File: src/hw/rtl/u8d_pkg.sv
// Package for the UTF-8 stream decoder: byte classes, queue entry and
// result status types. No dependencies.

package u8d_pkg;

  // Sequence length codes carried by a classified byte
  localparam logic [2:0] LEN_INVALID = 3'd0;
  localparam logic [2:0] LEN_ONE     = 3'd1;

  // Result status codes
  typedef enum logic [1:0] {
    ST_OK       = 2'd0,
    ST_BAD_LEAD = 2'd1,
    ST_BAD_CONT = 2'd2,
    ST_TRUNC    = 2'd3
  } status_t;

  // One classified byte as it sits in the queue
  typedef struct packed {
    logic [7:0] data;      // raw byte, low six bits are continuation payload
    logic [6:0] lead_val;  // lead payload under the mask for its length
    logic [2:0] lead_len;  // sequence length if taken as lead, LEN_INVALID if not
    logic       is_cont;   // byte matches 10xxxxxx
    logic       eod;       // end-of-data mark
  } item_t;

  // Queue status seen by the front and back
  typedef struct packed {
    logic full;
    logic avail;
  } q_stat_t;

endpackage

File: src/hw/rtl/u8d_ifs.sv
// Valid/ready channel interfaces for the UTF-8 stream decoder:
// the byte input channel and the character result channel. No dependencies.

interface u8d_byte_if;
  logic       valid;
  logic       ready;
  logic [7:0] in_byte;
  logic       end_of_data;

  modport source (output valid, output in_byte, output end_of_data, input ready);
  modport sink   (input valid, input in_byte, input end_of_data, output ready);
endinterface

interface u8d_char_if;
  logic        valid;
  logic        ready;
  logic [30:0] code_point;
  logic [2:0]  seq_length;
  logic [1:0]  status;

  modport source (output valid, output code_point, output seq_length, output status,
                  input ready);
  modport sink   (input valid, input code_point, input seq_length, input status,
                  output ready);
endinterface

File: src/hw/rtl/u8d_front.sv
// Front end of the UTF-8 decoder: accepts input words and classifies each byte.
// Depends on u8d_pkg and u8d_byte_if.

module u8d_front (
  u8d_byte_if.sink         bytes,
  input  u8d_pkg::q_stat_t q_stat,
  output logic             push,
  output u8d_pkg::item_t   item
);

  logic [7:0] b;

  assign b = bytes.in_byte;

  // Accept whenever the queue has room
  assign bytes.ready = !q_stat.full;
  assign push        = bytes.valid && !q_stat.full;

  // Classify the byte as lead and as continuation
  always_comb begin
    item.data     = b;
    item.eod      = bytes.end_of_data;
    item.is_cont  = (b[7:6] == 2'b10);
    item.lead_len = u8d_pkg::LEN_INVALID;
    item.lead_val = 7'd0;
    case (b) inside
      [8'h00:8'h7F]: begin
        item.lead_len = u8d_pkg::LEN_ONE;
        item.lead_val = b[6:0];
      end
      [8'hC0:8'hDF]: begin
        item.lead_len = 3'd2;
        item.lead_val = {2'b00, b[4:0]};
      end
      [8'hE0:8'hEF]: begin
        item.lead_len = 3'd3;
        item.lead_val = {3'b000, b[3:0]};
      end
      [8'hF0:8'hF7]: begin
        item.lead_len = 3'd4;
        item.lead_val = {4'b0000, b[2:0]};
      end
      [8'hF8:8'hFB]: begin
        item.lead_len = 3'd5;
        item.lead_val = {5'b00000, b[1:0]};
      end
      [8'hFC:8'hFD]: begin
        item.lead_len = 3'd6;
        item.lead_val = {6'b000000, b[0]};
      end
      default: begin
        item.lead_len = u8d_pkg::LEN_INVALID;
        item.lead_val = 7'd0;
      end
    endcase
  end

endmodule

File: src/hw/rtl/u8d_fifo.sv
// Short queue of classified bytes between the decoder front and back.
// Depends on u8d_pkg.

module u8d_fifo #(
  parameter int DEPTH = 4
) (
  input  logic             clk,
  input  logic             rst,
  input  logic             push,
  input  u8d_pkg::item_t   wr_item,
  input  logic             pop,
  output u8d_pkg::item_t   rd_item,
  output u8d_pkg::q_stat_t q_stat
);

  localparam int AW = (DEPTH > 1) ? $clog2(DEPTH) : 1;
  localparam int CW = $clog2(DEPTH + 1);
  localparam logic [AW-1:0] LAST = AW'(DEPTH - 1);
  localparam logic [CW-1:0] FULL_COUNT = CW'(DEPTH);

  u8d_pkg::item_t entries [DEPTH];
  logic [AW-1:0]  wr_ptr;
  logic [AW-1:0]  rd_ptr;
  logic [CW-1:0]  count;

  assign q_stat.full  = (count == FULL_COUNT);
  assign q_stat.avail = (count != '0);
  assign rd_item      = entries[rd_ptr];

  // Store the pushed word
  always_ff @(posedge clk) begin
    if (push) begin
      entries[wr_ptr] <= wr_item;
    end
  end

  // Advance pointers and count
  always_ff @(posedge clk) begin
    if (rst) begin
      wr_ptr <= '0;
      rd_ptr <= '0;
      count  <= '0;
    end else begin
      if (push) begin
        wr_ptr <= (wr_ptr == LAST) ? '0 : wr_ptr + 1'b1;
      end
      if (pop) begin
        rd_ptr <= (rd_ptr == LAST) ? '0 : rd_ptr + 1'b1;
      end
      if (push && !pop) begin
        count <= count + 1'b1;
      end else if (pop && !push) begin
        count <= count - 1'b1;
      end
    end
  end

  a_no_overflow: assert property (@(posedge clk) disable iff (rst)
    !(push && q_stat.full))
    else $error("push into full queue");

  a_no_underflow: assert property (@(posedge clk) disable iff (rst)
    !(pop && !q_stat.avail))
    else $error("pop from empty queue");

  a_count_bound: assert property (@(posedge clk) disable iff (rst)
    count <= FULL_COUNT)
    else $error("queue count beyond depth");

endmodule

File: src/hw/rtl/u8d_back.sv
// Back end of the UTF-8 decoder: runs the sequence state and drives the
// registered result channel. Depends on u8d_pkg and u8d_char_if.

module u8d_back (
  input  logic             clk,
  input  logic             rst,
  input  u8d_pkg::q_stat_t q_stat,
  input  u8d_pkg::item_t   item,
  output logic             pop,
  u8d_char_if.source       chars
);

  logic [30:0] partial;
  logic [2:0]  remaining;
  logic [2:0]  total;
  logic [30:0] partial_next;
  logic [2:0]  remaining_next;
  logic [2:0]  total_next;

  logic        out_valid;
  logic [30:0] out_cp;
  logic [2:0]  out_len;
  u8d_pkg::status_t out_status;

  logic        emit;
  logic [30:0] res_cp;
  logic [2:0]  res_len;
  u8d_pkg::status_t res_status;
  logic [30:0] acc;

  // Take the next word when the result register is free or draining
  assign pop = q_stat.avail && (!out_valid || chars.ready);
  assign acc = {partial[24:0], item.data[5:0]};

  // Decode step
  always_comb begin
    partial_next   = partial;
    remaining_next = remaining;
    total_next     = total;
    emit           = 1'b0;
    res_cp         = 31'd0;
    res_len        = 3'd0;
    res_status     = u8d_pkg::ST_OK;
    if (pop) begin
      if (remaining == 3'd0) begin
        if (item.lead_len == u8d_pkg::LEN_INVALID) begin
          emit       = 1'b1;
          res_status = u8d_pkg::ST_BAD_LEAD;
        end else if (item.lead_len == u8d_pkg::LEN_ONE) begin
          emit    = 1'b1;
          res_cp  = {24'd0, item.lead_val};
          res_len = u8d_pkg::LEN_ONE;
        end else if (item.eod) begin
          emit       = 1'b1;
          res_status = u8d_pkg::ST_TRUNC;
        end else begin
          partial_next   = {24'd0, item.lead_val};
          total_next     = item.lead_len;
          remaining_next = item.lead_len - 3'd1;
        end
      end else if (!item.is_cont) begin
        // drop the partial sequence and the offending byte
        emit           = 1'b1;
        res_status     = u8d_pkg::ST_BAD_CONT;
        partial_next   = 31'd0;
        remaining_next = 3'd0;
        total_next     = 3'd0;
      end else if (remaining == 3'd1) begin
        emit           = 1'b1;
        res_cp         = acc;
        res_len        = total;
        partial_next   = 31'd0;
        remaining_next = 3'd0;
        total_next     = 3'd0;
      end else if (item.eod) begin
        emit           = 1'b1;
        res_status     = u8d_pkg::ST_TRUNC;
        partial_next   = 31'd0;
        remaining_next = 3'd0;
        total_next     = 3'd0;
      end else begin
        partial_next   = acc;
        remaining_next = remaining - 3'd1;
      end
    end
  end

  // Hold sequence state
  always_ff @(posedge clk) begin
    if (rst) begin
      partial   <= 31'd0;
      remaining <= 3'd0;
      total     <= 3'd0;
    end else begin
      partial   <= partial_next;
      remaining <= remaining_next;
      total     <= total_next;
    end
  end

  // Result register
  always_ff @(posedge clk) begin
    if (rst) begin
      out_valid <= 1'b0;
    end else if (emit) begin
      out_valid <= 1'b1;
    end else if (chars.ready) begin
      out_valid <= 1'b0;
    end
  end

  always_ff @(posedge clk) begin
    if (emit) begin
      out_cp     <= res_cp;
      out_len    <= res_len;
      out_status <= res_status;
    end
  end

  assign chars.valid      = out_valid;
  assign chars.code_point = out_cp;
  assign chars.seq_length = out_len;
  assign chars.status     = out_status;

  a_rem_bound: assert property (@(posedge clk) disable iff (rst)
    remaining <= 3'd5)
    else $error("continuation count beyond five");

  a_total_set: assert property (@(posedge clk) disable iff (rst)
    (remaining != 3'd0) |-> (total >= 3'd2 && total == remaining + 3'd1 ||
                             total > remaining + 3'd1))
    else $error("sequence length inconsistent with pending count");

  a_err_zero: assert property (@(posedge clk) disable iff (rst)
    (out_valid && out_status != u8d_pkg::ST_OK) |-> (out_cp == 31'd0 && out_len == 3'd0))
    else $error("error result carries a value");

  a_emit_shows: assert property (@(posedge clk) disable iff (rst)
    emit |=> out_valid)
    else $error("result lost");

endmodule

File: src/hw/rtl/utf8_stream_decoder_top.sv
// UTF-8 stream decoder (six-byte form), top level.
// Depends on u8d_pkg, u8d_ifs, u8d_front, u8d_fifo and u8d_back.
//
// Usage:
//   bytes : one raw stream byte per word, with end_of_data on the last one.
//   chars : one decoded character or error per word: code_point, seq_length
//           and status (ok, invalid lead, bad continuation, truncated).
//   A word is taken on a clock edge where valid and ready are both high.
//   Path: a taken byte is first registered in the queue, then passes the
//   combinational decode step into the result register, which drives chars.
//   Throughput: one byte per clock while chars does not stall; bytes inside a
//   sequence give no result.
//   The input is ready while the DEPTH-entry queue has room; when chars stalls,
//   the back end holds its result register and the queue absorbs up to DEPTH
//   further bytes before ready drops.
//   Reset (rst, synchronous) empties the queue, clears any partial sequence
//   and drops a pending result.

module utf8_stream_decoder_top #(
  parameter int DEPTH = 4
) (
  input logic        clk,
  input logic        rst,
  u8d_byte_if.sink   bytes,
  u8d_char_if.source chars
);

  u8d_pkg::q_stat_t q_stat;
  u8d_pkg::item_t   wr_item;
  u8d_pkg::item_t   rd_item;
  logic             push;
  logic             pop;

  u8d_front u_front (
    .bytes  (bytes),
    .q_stat (q_stat),
    .push   (push),
    .item   (wr_item)
  );

  u8d_fifo #(
    .DEPTH (DEPTH)
  ) u_fifo (
    .clk     (clk),
    .rst     (rst),
    .push    (push),
    .wr_item (wr_item),
    .pop     (pop),
    .rd_item (rd_item),
    .q_stat  (q_stat)
  );

  u8d_back u_back (
    .clk    (clk),
    .rst    (rst),
    .q_stat (q_stat),
    .item   (rd_item),
    .pop    (pop),
    .chars  (chars)
  );

endmodule

File: src/flat_wrapper.sv
// flat-port wrapper written by rule: the top's interface ports become plain ports
module utf8_stream_decoder_top_flat 
#(
  parameter int DEPTH = 4
)
  (clk, rst, bytes_valid, bytes_in_byte, bytes_end_of_data, bytes_ready, chars_valid, chars_code_point, chars_seq_length, chars_status, chars_ready);
  u8d_byte_if bytes_i ();
  u8d_char_if chars_i ();
  input logic clk;
  input logic rst;
  input wire logic [$bits(bytes_i.valid)-1:0] bytes_valid;
  input wire logic [$bits(bytes_i.in_byte)-1:0] bytes_in_byte;
  input wire logic [$bits(bytes_i.end_of_data)-1:0] bytes_end_of_data;
  output wire logic [$bits(bytes_i.ready)-1:0] bytes_ready;
  output wire logic [$bits(chars_i.valid)-1:0] chars_valid;
  output wire logic [$bits(chars_i.code_point)-1:0] chars_code_point;
  output wire logic [$bits(chars_i.seq_length)-1:0] chars_seq_length;
  output wire logic [$bits(chars_i.status)-1:0] chars_status;
  input wire logic [$bits(chars_i.ready)-1:0] chars_ready;
  assign bytes_i.valid = bytes_valid;
  assign bytes_i.in_byte = bytes_in_byte;
  assign bytes_i.end_of_data = bytes_end_of_data;
  assign bytes_ready = bytes_i.ready;
  assign chars_valid = chars_i.valid;
  assign chars_code_point = chars_i.code_point;
  assign chars_seq_length = chars_i.seq_length;
  assign chars_status = chars_i.status;
  assign chars_i.ready = chars_ready;
  utf8_stream_decoder_top #(.DEPTH(DEPTH)) u_core (.clk(clk), .rst(rst), .bytes(bytes_i), .chars(chars_i));
endmodule
File: config.mk
export PLATFORM = sky130hd
export DESIGN_NAME = utf8_stream_decoder_top_flat
export DESIGN_NICKNAME = d
export VERILOG_FILES = /design/src/hw/rtl/u8d_pkg.sv /design/src/hw/rtl/u8d_ifs.sv /design/src/hw/rtl/u8d_front.sv /design/src/hw/rtl/u8d_fifo.sv /design/src/hw/rtl/u8d_back.sv /design/src/hw/rtl/utf8_stream_decoder_top.sv /design/src/flat_wrapper.sv
export SDC_FILE = /design/constraint.sdc
export NUM_CORES = 1
export LEC_CHECK = 0
export ABC_AREA = 1
export BUFFER_PORTS_ARGS = -buffer_cell sky130_fd_sc_hd__buf_4
export CAP_MARGIN = 25
export CORE_ASPECT_RATIO = 2
export CORE_MARGIN = 2
export CORE_UTILIZATION = 37
export CTS_CLUSTER_SIZE = 16
export DETAILED_ROUTE_END_ITERATION = 8
export PLACE_DENSITY = 0.61
export SETUP_SLACK_MARGIN = 0.2
export SYNTH_ARGS = -nofsm -noshare
export SYNTH_HDL_FRONTEND = slang
export SYNTH_HIERARCHICAL = 1
export SYNTH_SLANG_ARGS = --single-unit
File: constraint.sdc
create_clock -name clk -period 2.9 [get_ports clk]
set_input_delay 0.29 -clock clk [delete_from_list [all_inputs] [get_ports clk]]
set_output_delay 0.29 -clock clk [all_outputs]
set_load 0.02 [all_outputs]
==> flow_summary_export.csv <==
group,metric,value,unit
status,status,"finished, final reports clean",
floorplanning,floorplan.initialDensity,0.380,
power,power_frac_seq,0.355,
sta,tns,0,ns
drt,finalWirelength,13800,um
sta,rsz0062_at_grt,"no",
placement,numPortBuffers,50,
sta,slew_violations,0,
global_route,grt_max_degree,32,
yosys,synth_nets,666,
global_route,grt_pass1_vias,4462,
power,power.clock.fraction,0.248,
floorplanning,dieArea,0.0183,mm^2
drt,drc,0,
placement,place_congestion,0.924,
worst_setup_path,crit_required,3.07,ns
cells_and_area,final_util,0.447,
clock_network,clkLatencyLatePin,0.42,ns
global_route,grt-ovfl-total,0,
sta,worstMarginPinSlew,0.850,ns
drt,antenna_left,0,
sta,min_period,2.48,ns
power,combPwrFrac,0.397,
worst_setup_path,arrival,2.65,ns
clock_network,postCtsSetupBuffers,0,
worst_setup_path,end_kind,"flop",
clock_network,cts_buffers,17,
clock_network,cts.sinks,149,
cells_and_area,areaGrowthSynthToFinish,17.8,%
sta,min_period_over_period,0.854,
worst_setup_path,timing_worst_setup_path_type,"flop to flop",
power,vdd.ir_drop.worst,0.000494,V
drt,dr.pass1.iters,7,
yosys,yosysWarnings,6,
sta,fin_ws,0.424,ns
drt,vias,4489,
global_route,antenna_found_initial,0,
clock_network,root_buffer,"clkbuf_16",
power,power,8.98,mW
min_path,hold_class,"primary input to flop",
power,p_sw_frac,0.385,
placement,place_inst,874,
drt,drt_iter0_drc,255,
placement,pre_cts_ws,0.481,ns
cells_and_area,diodes,0,
clock_network,ctsHoldBuffers,0,
yosys,syn-cell-area,0.00637,mm^2
sta,fin_skew,0.0103,ns
placement,place_hpwl,10100,um
cells_and_area,drive_gt1_frac,0.155,
floorplanning,fp.coreArea,0.0168,mm^2
floorplanning,io-pin-count,51,
drt,wl_per_cell,15.2,um
yosys,synthCells,640,
power,p_int,5.53,mW
sta,finalHoldViolCount,0,
power,p_sw,3.45,mW
cells_and_area,fill_cells,1584,
sta,relSlewSlack,0.433,
run,maxCapViolCount,0,
power,power_density,1200,mW/mm^2
global_route,grt_util_all_layers,0.155,
floorplanning,rows,67,
worst_setup_path,critPathMaxFanout,30,
sta,setup_viol,0,
sta,max_freq,404,MHz
drt,via_per_inst,4.95,
global_route,grt_pass1_wl,22100,um
floorplanning,die_y,190,um
clock_network,tritoncts,"yes",
clock_network,htree_num_levels,4,
cells_and_area,final_cell_count_no_fill,906,
power,p_leak,2.99,nW
clock_network,clk_pin_slew,0.06,ns
clock_network,cts_resized,0,
clock_network,clk_path_buf_depth,2,
yosys,avgSynthCellArea,9.95,um^2
worst_setup_path,crit_path_start_kind,"flop",
worst_setup_path,reg2reg_slack,0.42,ns
floorplanning,die_x,96.8,um
cells_and_area,nNetsFinal,712,
## metal layers
layer	GRT usage	wire length, um
met1	0.141	4780
met2	0.306	7960
met3	0.0317	458
met4	0.0926	606
met5	0	0
## metrics by stage
step                area [um^2]  hold slack (ns)
floorplan                  6370            0.359
global placement           6900            0.465
global route               7500           0.0651
finish                     7500           0.0716
CTS                        7500           0.0570
detailed placement         6900            0.472
## power groups by stage
| stage | sequential [mW] | clock, mW | combinational (mW) |
|---|---|---|---|
| floorplan | 3.54 | 0 | 2.16 |
| global placement | 3.22 | 0 | 3.46 |
| detailed placement | 3.24 | 0 | 3.55 |
| CTS | 3.20 | 2.27 | 3.57 |
| global route | 3.24 | 2.37 | 3.94 |
| finish | 3.19 | 2.22 | 3.57 |
## cells in the final DEF, fill, tap and decap left out, types with 2 or more instances in the layout
master / n
nor2_1: 172
clkinv_2: 2
nand2_2: 7
buf_12: 2
inv_6: 4
o21ai_1: 39
dfxtp_1: 41
a21oi_1: 10
nand3_1: 12
clkbuf_16: 17
o22ai_1: 25
nand2_1: 62
a31oi_1: 2
inv_2: 4
o21ai_0: 29
bufinv_16: 3
clkinv_4: 2
nand4_1: 2
ha_1: 12
inv_1: 66
clkinvlp_4: 3
edfxtp_1: 108
buf_4: 59
nor3_1: 3
## flip-flops by register name, indices dropped and copies added, names as in the netlist, 2 cells and up, named ones only
register	count
u_core/u_back/chars.seq_length	3
u_core/u_back/chars.code_point	31
u_core/u_fifo/entries	72
u_core/u_fifo/count	3
u_core/u_back/partial	25
u_core/u_fifo/wr_ptr	2
u_core/u_back/remaining	3
u_core/u_back/chars.status	2
u_core/u_fifo/rd_ptr	2
u_core/u_back/total	3
## critical path: stages (launching register included)
cell and delay, ns:
dfxtp_1 0.35, buf_4 0.25, o21ai_1 0.11, o22ai_1 0.26, inv_1 0.13, ha_1 0.23
nand2_1 0.09, inv_1 0.05, nor2_1 0.13, nand3_1 0.10, nand3_1 0.10, inv_1 0.17
buf_12 0.22
## final timing paths
path                                            end                startpoint  depth (start not counted)
setup / recovery  u_core/u_back/chars.code_point[4]                      flop                         12
hold / removal          u_core/u_fifo/entries[3][0]         bytes_end_of_data                          1
setup reg to reg  u_core/u_back/chars.code_point[4]                      flop                         12
hold reg to reg            u_core/u_back/partial[9]  u_core/u_back/partial[9]                          2
## cell type report
cell class / instances / area (um^2) / area share
Clock buffer: 18 / 429 / 0.0572
Clock inverter: 14 / 175 / 0.0234
Inverter: 71 / 267 / 0.0355
Multi-Input combinational cell: 386 / 1820 / 0.243
Sequential cell: 149 / 4060 / 0.542
Tap cell: 207 / 259 / 0.0345
Timing Repair Buffer: 61 / 483 / 0.0644
Note: power is estimated with default switching activity, not from simulation.
